--- config.mk ---
export PLATFORM = sky130hd
export DESIGN_NAME = thrust_gimbal_rate_mixer_core
export DESIGN_NICKNAME = d
export VERILOG_FILES = /design/src/sv/tgrm_pkg.sv /design/src/sv/thrust_gimbal_rate_mixer_core.sv
export VERILOG_INCLUDE_DIRS = /design/src /design/src/sv
export SDC_FILE = /design/constraint.sdc
export NUM_CORES = 2
export LEC_CHECK = 0
export BUFFER_PORTS_ARGS = -buffer_cell sky130_fd_sc_hd__buf_2
export CAP_MARGIN = 20
export CORE_MARGIN = 8
export CORE_UTILIZATION = 40
export DETAILED_ROUTE_END_ITERATION = 12
export SETUP_SLACK_MARGIN = 0.15
export SYNTH_ARGS = -nofsm -noshare
export SYNTH_HDL_FRONTEND = slang
export SYNTH_SLANG_ARGS = --single-unit
--- constraint.sdc ---
create_clock -name i_clk -period 58.7 [get_ports i_clk]
set_input_delay 8.805 -clock i_clk [delete_from_list [all_inputs] [get_ports i_clk]]
set_output_delay 8.805 -clock i_clk [all_outputs]
set_load 0.02 [all_outputs]
--- src/sv/assert_macros.svh ---
// Assertion macros used by the RTL core.
`ifndef ASSERT_MACROS_SVH
`define ASSERT_MACROS_SVH

`ifndef ASSERT_OFF

`define ASSERT_IMPLIES(lbl, clk, rst_n, ante, cons, msg) \
    lbl: assert property (@(posedge clk) disable iff (!(rst_n)) (ante) |-> (cons)) \
        else $error(msg);

`define ASSERT_NEXT(lbl, clk, rst_n, ante, cons, msg) \
    lbl: assert property (@(posedge clk) disable iff (!(rst_n)) (ante) |=> (cons)) \
        else $error(msg);

`else

`define ASSERT_IMPLIES(lbl, clk, rst_n, ante, cons, msg)

`define ASSERT_NEXT(lbl, clk, rst_n, ante, cons, msg)

`endif

`endif

--- src/sv/tgrm_pkg.sv ---
// Types, widths, codes and the tilt limiter of the gimbal rate mixer.
package tgrm_pkg;

    localparam int CMD_W      = 14;
    localparam int RATE_W     = 16;
    localparam int TILT_W     = 16;
    localparam int LIM_W      = 15;
    localparam int CFG_IDX_W  = 1;
    localparam int CFG_DATA_W = 15;
    // Rounded axis term: 3 integer coefficient bits, rate width, one carry bit.
    localparam int TERM_W     = RATE_W + 4;
    localparam int MIX_W      = TERM_W + 1;

    localparam logic [CFG_IDX_W-1:0] CFG_STAGE_MODE = 1'd0;
    localparam logic [CFG_IDX_W-1:0] CFG_TILT_LIMIT = 1'd1;

    localparam logic [LIM_W-1:0] TILT_LIMIT_RST = 15'h7FFF;

    localparam logic signed [MIX_W-1:0] TILT_MAX = MIX_W'(32767);
    localparam logic signed [MIX_W-1:0] TILT_MIN = -MIX_W'(32768);
    localparam logic signed [TILT_W-1:0] TILT_MOST_NEG = 16'sh8000;

    typedef enum logic {
        MODE_FIRST = 1'b0,
        MODE_UPPER = 1'b1
    } t_stage_mode;

    typedef enum logic [1:0] {
        CHK_NONE = 2'd0,
        CHK_SAME = 2'd1,
        CHK_OPP  = 2'd2
    } t_chk;

    typedef struct packed {
        logic signed [TILT_W-1:0] tilt;
        logic                     clip;
    } t_tilt_res;

    function automatic t_tilt_res limit_tilt(
        input logic signed [MIX_W-1:0] v,
        input t_stage_mode             mode,
        input logic [LIM_W-1:0]        lim
    );
        logic signed [MIX_W-1:0] s;
        logic signed [MIX_W-1:0] lim_s;
        t_tilt_res               res;
        res.clip = 1'b0;
        s        = v;
        lim_s    = $signed({{(MIX_W-LIM_W){1'b0}}, lim});
        if (v > TILT_MAX) begin
            s        = TILT_MAX;
            res.clip = 1'b1;
        end else if (v < TILT_MIN) begin
            s        = TILT_MIN;
            res.clip = 1'b1;
        end
        if (mode == MODE_UPPER) begin
            if (s > lim_s) begin
                s        = lim_s;
                res.clip = 1'b1;
            end else if (s < -lim_s) begin
                s        = -lim_s;
                res.clip = 1'b1;
            end
        end
        res.tilt = s[TILT_W-1:0];
        return res;
    endfunction

endpackage

--- src/sv/thrust_gimbal_rate_mixer_core.sv ---
// Thrust gimbal rate mixer: four-stage pipeline from axis commands to engine tilts.
//
// One sample set is taken every cycle while o_in_ready is high. Its tilts pass through
// the stage one to stage four registers and are presented from the stage four register.
// Stage one picks each axis's coefficients (command sign, rate sign, sign check,
// damping). Stage two holds the two constant multiplies per axis. Stage three rounds
// each axis term. Stage four mixes the engine tilts, saturates, applies the
// upper-stage clamp and holds the result. A stalled output holds only the run of full
// stages behind it; empty stages keep taking transfers until all four are full.
// The user must write stage_mode and tilt_limit only while the block is idle; the block does not enforce this.
`include "assert_macros.svh"

module thrust_gimbal_rate_mixer_core #(
    parameter int FRAC_BITS = 12
) (
    input  logic                                 i_clk,
    input  logic                                 i_rst_n,
    input  logic                                 i_cfg_we,
    input  logic [tgrm_pkg::CFG_IDX_W-1:0]       i_cfg_idx,
    input  logic [tgrm_pkg::CFG_DATA_W-1:0]      i_cfg_data,
    input  logic                                 i_in_valid,
    output logic                                 o_in_ready,
    input  logic signed [tgrm_pkg::CMD_W-1:0]    i_roll_cmd,
    input  logic signed [tgrm_pkg::CMD_W-1:0]    i_pitch_cmd,
    input  logic signed [tgrm_pkg::CMD_W-1:0]    i_yaw_cmd,
    input  logic signed [tgrm_pkg::RATE_W-1:0]   i_roll_rate,
    input  logic signed [tgrm_pkg::RATE_W-1:0]   i_pitch_rate,
    input  logic signed [tgrm_pkg::RATE_W-1:0]   i_yaw_rate,
    output logic                                 o_out_valid,
    input  logic                                 i_out_ready,
    output logic signed [tgrm_pkg::TILT_W-1:0]   o_side_tilt,
    output logic signed [tgrm_pkg::TILT_W-1:0]   o_engine_one_tilt,
    output logic signed [tgrm_pkg::TILT_W-1:0]   o_engine_two_tilt,
    output logic signed [tgrm_pkg::TILT_W-1:0]   o_engine_three_tilt,
    output logic signed [tgrm_pkg::TILT_W-1:0]   o_engine_four_tilt,
    output logic                                 o_clipped
);
    import tgrm_pkg::*;

    localparam int CB  = FRAC_BITS + 4;
    localparam int CW  = CB + 3;
    localparam int PCW = CW + CMD_W;
    localparam int PW  = CW + RATE_W;
    localparam int AW  = PW + 1;

    localparam longint ONE = 64'sd1 <<< CB;

    localparam logic signed [CW-1:0] G_3_5    = CW'((3 * ONE + 2) / 5);
    localparam logic signed [CW-1:0] G_9_100  = CW'((9 * ONE + 50) / 100);
    localparam logic signed [CW-1:0] K_24_7   = CW'((24 * ONE + 3) / 7);
    localparam logic signed [CW-1:0] K_18_35  = CW'((18 * ONE + 17) / 35);
    localparam logic signed [CW-1:0] K_9_35   = CW'((9 * ONE + 17) / 35);
    localparam logic signed [CW-1:0] D_12_5   = CW'((12 * ONE + 2) / 5);
    localparam logic signed [CW-1:0] D_57_20  = CW'((57 * ONE + 10) / 20);
    localparam logic signed [CW-1:0] D_19_10  = CW'((19 * ONE + 5) / 10);
    localparam logic signed [CW-1:0] D_99_50  = CW'((99 * ONE + 25) / 50);

    localparam logic signed [AW-1:0] HALF = AW'(64'sd1 <<< (CB - 1));

    // config
    t_stage_mode       r_stage_mode;
    logic [LIM_W-1:0]  r_tilt_limit;

    always_ff @(posedge i_clk) begin
        if (!i_rst_n) begin
            r_stage_mode <= MODE_FIRST;
            r_tilt_limit <= TILT_LIMIT_RST;
        end else if (i_cfg_we) begin
            case (i_cfg_idx)
                CFG_STAGE_MODE: r_stage_mode <= t_stage_mode'(i_cfg_data[0]);
                CFG_TILT_LIMIT: r_tilt_limit <= i_cfg_data[LIM_W-1:0];
                default: ;
            endcase
        end
    end

    // stage handshake
    logic r1_vld, r2_vld, r3_vld, r4_vld;
    logic rdy1, rdy2, rdy3, rdy4;

    assign rdy4 = !r4_vld || i_out_ready;
    assign rdy3 = !r3_vld || rdy4;
    assign rdy2 = !r2_vld || rdy3;
    assign rdy1 = !r1_vld || rdy2;

    assign o_in_ready  = rdy1;
    assign o_out_valid = r4_vld;

    always_ff @(posedge i_clk) begin
        if (!i_rst_n) begin
            r1_vld <= 1'b0;
            r2_vld <= 1'b0;
            r3_vld <= 1'b0;
            r4_vld <= 1'b0;
        end else begin
            if (rdy1) r1_vld <= i_in_valid;
            if (rdy2) r2_vld <= r1_vld;
            if (rdy3) r3_vld <= r2_vld;
            if (rdy4) r4_vld <= r3_vld;
        end
    end

    // stage 1: coefficient select; axis 0 roll, 1 pitch, 2 yaw
    logic signed [CMD_W-1:0]  in_c [3];
    logic signed [RATE_W-1:0] in_w [3];
    logic signed [CW-1:0]     sel_g  [3];
    logic signed [CW-1:0]     sel_gk [3];
    logic signed [CW-1:0]     sel_d  [3];
    t_chk                     sel_chk [3];
    logic signed [CW-1:0]     n1_m [3];

    assign in_c[0] = i_roll_cmd;
    assign in_c[1] = i_pitch_cmd;
    assign in_c[2] = i_yaw_cmd;
    assign in_w[0] = i_roll_rate;
    assign in_w[1] = i_pitch_rate;
    assign in_w[2] = i_yaw_rate;

    always_comb begin
        sel_g[1]   = G_9_100;
        sel_gk[1]  = K_18_35;
        sel_chk[1] = CHK_SAME;
        sel_g[2]   = G_9_100;
        sel_gk[2]  = K_18_35;
        sel_chk[2] = CHK_OPP;
        if (r_stage_mode == MODE_UPPER) begin
            sel_g[0]   = G_9_100;
            sel_gk[0]  = K_9_35;
            sel_d[0]   = D_99_50;
            sel_chk[0] = CHK_NONE;
            sel_d[1]   = D_19_10;
            sel_d[2]   = -D_19_10;
        end else begin
            sel_g[0]   = G_3_5;
            sel_gk[0]  = K_24_7;
            sel_d[0]   = D_57_20;
            sel_chk[0] = CHK_SAME;
            sel_d[1]   = D_12_5;
            sel_d[2]   = -D_12_5;
        end
    end

    // term = g*c + m*w, with m the damping, zero (full command) or -sign(c)*sign(w)*g/k
    always_comb begin
        for (int i = 0; i < 3; i++) begin
            logic c_neg, w_neg, w_pos, full;
            c_neg = in_c[i][CMD_W-1];
            w_neg = in_w[i][RATE_W-1];
            w_pos = !w_neg && (in_w[i] != '0);
            case (sel_chk[i])
                CHK_SAME: full = (!c_neg && w_pos) || (c_neg && w_neg);
                CHK_OPP:  full = (!c_neg && w_neg) || (c_neg && w_pos);
                default:  full = 1'b0;
            endcase
            if (in_c[i] == '0) begin
                n1_m[i] = sel_d[i];
            end else if (full) begin
                n1_m[i] = '0;
            end else if (c_neg == w_neg) begin
                n1_m[i] = -sel_gk[i];
            end else begin
                n1_m[i] = sel_gk[i];
            end
        end
    end

    logic signed [CMD_W-1:0]  r1_c [3];
    logic signed [RATE_W-1:0] r1_w [3];
    logic signed [CW-1:0]     r1_g [3];
    logic signed [CW-1:0]     r1_m [3];
    t_stage_mode              r1_mode;

    always_ff @(posedge i_clk) begin
        if (rdy1 && i_in_valid) begin
            for (int i = 0; i < 3; i++) begin
                r1_c[i] <= in_c[i];
                r1_w[i] <= in_w[i];
                r1_g[i] <= sel_g[i];
                r1_m[i] <= n1_m[i];
            end
            r1_mode <= r_stage_mode;
        end
    end

    // stage 2: products
    logic signed [PCW-1:0] r2_pc [3];
    logic signed [PW-1:0]  r2_pw [3];
    t_stage_mode           r2_mode;

    always_ff @(posedge i_clk) begin
        if (rdy2 && r1_vld) begin
            for (int i = 0; i < 3; i++) begin
                r2_pc[i] <= PCW'(r1_g[i]) * PCW'(r1_c[i]);
                r2_pw[i] <= PW'(r1_m[i]) * PW'(r1_w[i]);
            end
            r2_mode <= r1_mode;
        end
    end

    // stage 3: sum products, round to nearest, half up
    logic signed [AW-1:0]     n3_acc [3];
    logic signed [TERM_W-1:0] r3_t [3];
    t_stage_mode              r3_mode;

    always_comb begin
        for (int i = 0; i < 3; i++) begin
            n3_acc[i] = AW'(r2_pc[i]) + AW'(r2_pw[i]) + HALF;
        end
    end

    always_ff @(posedge i_clk) begin
        if (rdy3 && r2_vld) begin
            for (int i = 0; i < 3; i++) begin
                r3_t[i] <= $signed(n3_acc[i][AW-1:CB]);
            end
            r3_mode <= r2_mode;
        end
    end

    // stage 4: mix, saturate, clamp
    logic signed [MIX_W-1:0] p_plus_r, p_minus_r;
    t_tilt_res               lim_side, lim_e1, lim_e2, lim_e3, lim_e4;

    assign p_plus_r  = MIX_W'(r3_t[1]) + MIX_W'(r3_t[0]);
    assign p_minus_r = MIX_W'(r3_t[1]) - MIX_W'(r3_t[0]);

    always_comb begin
        lim_side = limit_tilt(MIX_W'(r3_t[2]), r3_mode, r_tilt_limit);
        lim_e3   = limit_tilt(p_minus_r, r3_mode, r_tilt_limit);
        lim_e4   = limit_tilt(p_plus_r, r3_mode, r_tilt_limit);
        if (r3_mode == MODE_UPPER) begin
            lim_e1 = limit_tilt(p_minus_r, r3_mode, r_tilt_limit);
            lim_e2 = limit_tilt(p_plus_r, r3_mode, r_tilt_limit);
        end else begin
            lim_e1 = limit_tilt(p_plus_r, r3_mode, r_tilt_limit);
            lim_e2 = limit_tilt(p_minus_r, r3_mode, r_tilt_limit);
        end
    end

    t_stage_mode r4_mode;

    always_ff @(posedge i_clk) begin
        if (rdy4 && r3_vld) begin
            o_side_tilt         <= lim_side.tilt;
            o_engine_one_tilt   <= lim_e1.tilt;
            o_engine_two_tilt   <= lim_e2.tilt;
            o_engine_three_tilt <= lim_e3.tilt;
            o_engine_four_tilt  <= lim_e4.tilt;
            o_clipped           <= lim_side.clip | lim_e1.clip | lim_e2.clip |
                                   lim_e3.clip | lim_e4.clip;
            r4_mode             <= r3_mode;
        end
    end

    `ASSERT_IMPLIES(a_ready_when_drained, i_clk, i_rst_n, i_out_ready, o_in_ready, "input stalled while output drains")
    `ASSERT_IMPLIES(a_upper_clamp_sym, i_clk, i_rst_n, o_out_valid && (r4_mode == MODE_UPPER), (o_side_tilt != TILT_MOST_NEG) && (o_engine_one_tilt != TILT_MOST_NEG) && (o_engine_two_tilt != TILT_MOST_NEG) && (o_engine_three_tilt != TILT_MOST_NEG) && (o_engine_four_tilt != TILT_MOST_NEG), "upper stage tilt outside symmetric clamp")
    `ASSERT_NEXT(a_stage3_holds, i_clk, i_rst_n, r3_vld && r4_vld && !i_out_ready, r3_vld && $stable(r3_t[1]) && $stable(r3_t[0]), "rounded terms changed under stall")

endmodule
Word-level counts from Yosys, hierarchy flattened
Memories as Yosys holds them, arrays and structs flattened.
Index checks and enable logic that the tools add are counted.
{"block": "word_totals", "regBits": 104, "ramBits": 459, "out_inout_bits": 83, "elab_cells": 167, "memories": 7}
{"block": "classes", "addsub": 10, "multipliers": 6, "n_lt_le_gt_ge": 16, "eq_ne": 5, "n_mux": 62, "n_bitwise": 5, "reduce_logical": 41}
{"memory": "r2_pw", "words": 3, "word_bits": 35, "read_ports": 3, "rd_ports_with_merged_regs": 0, "write_ports": 3, "line": "thrust_gimbal_rate_mixer_core.sv:187", "rtl": "logic signed [PW-1:0] r2_pw [3];"}
{"memory": "r2_pc", "words": 3, "word_bits": 33, "read_ports": 3, "rd_ports_with_merged_regs": 0, "write_ports": 3, "line": "thrust_gimbal_rate_mixer_core.sv:186", "rtl": "logic signed [PCW-1:0] r2_pc [3];"}
{"memory": "r3_t", "words": 3, "word_bits": 20, "read_ports": 3, "rd_ports_with_merged_regs": 0, "write_ports": 3, "line": "thrust_gimbal_rate_mixer_core.sv:202", "rtl": "logic signed [TERM_W-1:0] r3_t [3];"}
{"memory": "r1_m", "words": 3, "word_bits": 19, "read_ports": 3, "rd_ports_with_merged_regs": 0, "write_ports": 3, "line": "thrust_gimbal_rate_mixer_core.sv:170", "rtl": "logic signed [CW-1:0] r1_m [3];"}
{"memory": "r1_g", "words": 3, "word_bits": 16, "read_ports": 3, "rd_ports_with_merged_regs": 0, "write_ports": 3, "line": "thrust_gimbal_rate_mixer_core.sv:169", "rtl": "logic signed [CW-1:0] r1_g [3];"}
{"memory": "r1_w", "words": 3, "word_bits": 16, "read_ports": 3, "rd_ports_with_merged_regs": 0, "write_ports": 3, "line": "thrust_gimbal_rate_mixer_core.sv:168", "rtl": "logic signed [RATE_W-1:0] r1_w [3];"}
{"memory": "+1 memories"}
{"op": "$mux W16", "n": 14}
{"op": "$mux W19", "n": 9}
{"op": "$mux W21", "n": 8}
{"op": "$add A33 B35 Y36", "n": 3}
{"op": "$add A36 B17 Y36 const B", "n": 3}
{"op": "$gt A21 B16 Y1", "n": 5}
{"op": "$lt A21 B21 Y1", "n": 5}
{"op": "$mul A19 B16 Y35", "n": 3}
{"op": "$mul A19 B14 Y33", "n": 3}
{"op": "$mux W56", "n": 1}
{"op": "$reduce_bool A16 Y1", "n": 3}
{"op": "$gt A21 B16 Y1 const B", "n": 2}
{"op": "$logic_not A14 Y1", "n": 3}
{"op": "$lt A21 B16 Y1 const B", "n": 2}
{"op": "$mux W17", "n": 2}
{"op": "$mux W1", "n": 26}
{"op": "$add A20 B20 Y21", "n": 1}
{"op": "$neg A15 Y21", "n": 1}
{"op": "$sub A20 B20 Y21", "n": 1}
{"op": "$gt A20 B16 Y1 const B", "n": 1}
{"op": "$lt A20 B16 Y1 const B", "n": 1}
{"op": "$neg A19 Y19", "n": 1}
{"op": "$mux W18", "n": 1}
{"op": "$logic_and A1 B1 Y1", "n": 15}
{"op": "9 further kinds", "n": 31}

Logic depth before layout (Yosys ltp)
An unclocked memory read counts as a cell.
{"block": "logic_depth", "depth_word": 14, "ltp_mapped": 28}

Worst setup path after synthesis
Ideal clock, no wire load.
{"block": "synth_timing", "kind": "input to register", "from": "in i_out_ready", "to": "reg r2_mode, enable pin", "setup_time_ps": 1061, "arrival_ps": 23430, "required_time_ps": 57639, "setup_slack_ps": 34209, "path_stages": 3, "cell_sequence": "nor2b_1 -> and2_0 -> a21boi_0"}
{"block": "synth_via", "elab_chain_cells": 4}
{"element": "from (decl)", "line": "thrust_gimbal_rate_mixer_core.sv:30", "rtl": "input logic i_out_ready,"}
{"element": "$logic_or A1 B1 Y1", "line": "thrust_gimbal_rate_mixer_core.sv:81", "rtl": "assign rdy4 = !r4_vld || i_out_ready;"}
{"element": "$logic_or A1 B1 Y1", "line": "thrust_gimbal_rate_mixer_core.sv:82", "rtl": "assign rdy3 = !r3_vld || rdy4;"}
{"element": "$logic_or A1 B1 Y1", "line": "thrust_gimbal_rate_mixer_core.sv:83", "rtl": "assign rdy2 = !r2_vld || rdy3;"}
{"element": "$logic_and A1 B1 Y1", "line": "thrust_gimbal_rate_mixer_core.sv:191", "rtl": "if (rdy2 && r1_vld) begin"}
{"element": "to (signal assigned)", "line": "thrust_gimbal_rate_mixer_core.sv:196", "rtl": "r2_mode <= r1_mode;"}
{"element": "to (decl)", "line": "thrust_gimbal_rate_mixer_core.sv:188", "rtl": "t_stage_mode r2_mode;"}
No other way between the ends.
A chain may end at the register's enable or synchronous reset.

Final worst setup path
{"block": "layout_timing", "from": "in i_out_ready", "to": "out o_in_ready"}
{"block": "layout_via", "elab_chain_cells": 4}
{"element": "$logic_or A1 B1 Y1", "line": "thrust_gimbal_rate_mixer_core.sv:81"}
{"element": "$logic_or A1 B1 Y1", "line": "thrust_gimbal_rate_mixer_core.sv:82"}
{"element": "$logic_or A1 B1 Y1", "line": "thrust_gimbal_rate_mixer_core.sv:83"}
{"element": "$logic_or A1 B1 Y1", "line": "thrust_gimbal_rate_mixer_core.sv:84", "rtl": "assign rdy1 = !r1_vld || rdy2;"}
{"element": "to (decl)", "line": "thrust_gimbal_rate_mixer_core.sv:22", "rtl": "output logic o_in_ready,"}
No other way between the ends.

==> results.sh <==
export IMPL_core_rowCount=152
export IMPL_cts_buffer_depth=3
export IMPL_boundaryPins=194
export IMPL_yosysUniqueCellTypes=97
export IMPL_status="finished, final reports clean"
export IMPL_tightest_slew_ns=1.23
export IMPL_routed_wl_um=174000
export IMPL_fill_cells=16407
export IMPL_cts_hold_buf=0
export IMPL_vias_per_cell=5.14
export IMPL_core_area_mm2=0.172
export IMPL_die_h_um=431
export IMPL_yosysWarnings=0
export IMPL_antenna_cells=0
export IMPL_drt_initial_drc_count=2985
export IMPL_grt_usage=0.188
export IMPL_cts_sinks=485
export IMPL_cpPeakStageDelay_ns=0.56
export IMPL_synthFlopType="edfxtp_1"
export IMPL_nNetsFinal=8961
export IMPL_postSynthAreaPerCell_um2=10.3
export IMPL_grt_ovfl_total=0
export IMPL_drt_pass1_iter_count=6
export IMPL_start_util=0.402
export IMPL_ys_seq_elements=485
export IMPL_required_ns=49.90
export IMPL_syn_nets=8809
export IMPL_start_kind="input pin"
export IMPL_routabilityCongestion=0.918
export IMPL_cp_buffers_inverters=2
export IMPL_drive_gt1_frac=0.0540
export IMPL_antenna_found_initial=2
export IMPL_cts_tree="yes"
export IMPL_cts_buffers=58
export IMPL_tns_ns=0
export IMPL_reg2reg_depth=23
export IMPL_max_cap_violations=0
export IMPL_crit_family="simple AND/OR/NAND/NOR gates"
export IMPL_die_area_mm2=0.186
export IMPL_worst_setup_path_end_kind="output port"
export IMPL_place_area_mm2=0.0726
export IMPL_clock_latency_ns=0.69
export IMPL_hold_path_depth=0
export IMPL_htreeDepth=2
export IMPL_timing_fmax_mhz=52.9
export IMPL_dr_total_vias=47258
export IMPL_synth_area_leaders="fa_1 30%, edfxtp_1 20%, ha_1 18%"
export IMPL_grt_pass1_wl_um=280000
export IMPL_chipWidth_um=431
export IMPL_cts_clk_slew_worst_paths_ns=0.06
export IMPL_post_route_period_util=0.322
export IMPL_slew_violations=0
export IMPL_rsz0062_at_grt="false"
export IMPL_worstPathCellList="buf_2 -> nor2b_1 -> and2_0 -> nand3_1 -> buf_2"
export IMPL_yosysTopAreaCellShare=0.302
export IMPL_grt_max_degree=74
export IMPL_cts_setup_buffers=0
export IMPL_critPathKind="input pin to output port"
export IMPL_hold_path_class="register to register"
export IMPL_grt_pass1_vias=50687
export IMPL_maxSlewHeadroom=0.177
export IMPL_path_depth=5
export IMPL_clock_skew_ns=0.0298
export IMPL_final_antenna_net_count=0
export IMPL_crit_top_cell="buf_2"
export IMPL_worstPathMaxFanout=6
export IMPL_async_reset_ff_frac=0
export IMPL_timing_final_crit_period_ns=18.90
export IMPL_area_growth_pct=8.05
export IMPL_postLayoutCellArea_mm2=0.0745
export IMPL_synth_area_leader_cell="fa_1"
export IMPL_syn_inst=6687
export IMPL_drc=0
export IMPL_setup_viol=0
export IMPL_cts_root_buf="clkbuf_16"
export IMPL_hold_viol_final=0
export IMPL_slowest_stage="and2_0"
export IMPL_seq_area_frac_synth=0.208
export IMPL_synth_edf_count=465
export IMPL_io_buffers=193
export IMPL_wire_per_inst_um=18.9
export IMPL_postCtsResizedCells=0
export IMPL_synth_area_mm2=0.0690
export IMPL_cp_arrival_ns=10.09
export IMPL_place_hpwl_um=147000
==> sequential cells by signal, summed over array words and instances (netlist names), 2 cells and up <==
register             cells
o_engine_two_tilt       16
r_tilt_limit            15
o_side_tilt             16
o_engine_three_tilt     16
r2_pw                  102
r1_c                    42
r1_m                    32
r1_w                    48
o_engine_four_tilt      16
r2_pc                   96
r1_g                     2
o_engine_one_tilt       16
r3_t                    60
==> final timing paths <==
kind          startpoint              endpoint  slack (ns)
max reg2reg  r3_t[0][20]  o_engine_two_tilt[8]       50.49
min reg2reg      r2_mode               r3_mode        0.43
max          i_out_ready            o_in_ready       39.80
min              r2_mode               r3_mode        0.43
==> logic make-up (layout without fill, tap and decap cells) <==
kind of cell    count (synthesis)  after routing  synth area share
compound gates                946            946            0.0929
xor+xnor                      250            250            0.0317
fa+ha+maj                    2011           2011             0.478
buf+inv                      1618           1814            0.0884
flops                         485            485             0.208
mux                             4              4          0.000580
simple gates                 1373           1373             0.100
==> per-layer routing <==
metal  vias to the layer above  global-route usage  part of all wire
li1                      22159                   -                 -
met1                     23656               0.260              0.46
met2                      1175               0.312              0.46
met3                       268              0.0222             0.048
met4                         0              0.0576             0.034
met5                         -                   0                 0
==> Yosys cell counts, types with 22 or more instances <==
cell      count
o31ai_1      22
a221oi_1     22
nor2_1      250
and2_1      295
a21oi_1     242
o21ai_0     155
edfxtp_1    465
nor3_1       74
nand4_1      43
o21a_1       50
nor4_1       32
o211ai_1     38
and3_1       23
nand3_1      75
nor2b_1      49
xor2_1       64
fa_1       1039
o21bai_1     37
ha_1        972
nand2b_1     61
clkbuf_1    106
a211oi_1     40
a31oi_1      35
nand2_1     391
xnor2_1     186
inv_1      1489
or2_2        25
a21o_1      112
==> worst reg2reg max path: stages, from the launching register on <==
cell       delay, ns
edfxtp_1        0.47
ha_1            0.24
inv_1           0.08
fa_1            0.23
nor2_1          0.07
o311a_1         0.34
o211ai_1        0.29
a21oi_1         0.18
o41a_1          0.40
a21oi_1         0.52
and3_1          0.25
nand4_1         0.11
ha_1            0.93
a21oi_1         0.20
nor2_1          0.39
inv_1           0.15
ha_1            0.31
nor2b_1         0.13
a2111oi_0       0.50
a221o_1         0.23
a21oi_1         0.10
o32ai_4         0.89
nor2_1          0.15
a2111oi_0       0.73
==> final cells by class <==
| cell class | count | area [um2] | share of cell area |
|---|---|---|---|
| clock buffers | 64 | 1470 | 0.0198 |
| clock inverters | 40 | 494 | 0.00663 |
| inverters | 1493 | 5600 | 0.0752 |
| multi-input cells | 4584 | 48600 | 0.652 |
| flip-flops and latches | 485 | 14400 | 0.193 |
| well taps | 2310 | 2890 | 0.0388 |
| repair buffers | 217 | 1150 | 0.0154 |
==> stage by stage <==
step	hold WS, ns	cells	setup slack [ns]	utilization
after floorplan	0.400	6687	34.21	-
after global placement	0.402	9088	39.84	0.423
after detailed placement	0.407	9088	39.84	0.423
after CTS	0.421	9192	39.80	0.434
after global routing	0.426	9193	39.66	0.435
final	0.425	9193	39.80	0.435
==> layout by cell type, fill, tap and decap left out, drive strengths merged, types with 112 or more instances in the layout <==
cell type | synthesis | routed
inv | 1490 | 1497
fa | 1039 | 1039
ha | 972 | 972
edfxtp | 465 | 465
nand2 | 391 | 391
and2 | 296 | 296
nor2 | 251 | 251
a21oi | 243 | 243
buf | 19 | 217
xnor2 | 186 | 186
o21ai | 160 | 160
a21o | 112 | 112
Power is not shown: default switching activity piles up to over one toggle a cycle in this logic, so the estimate is an artifact.
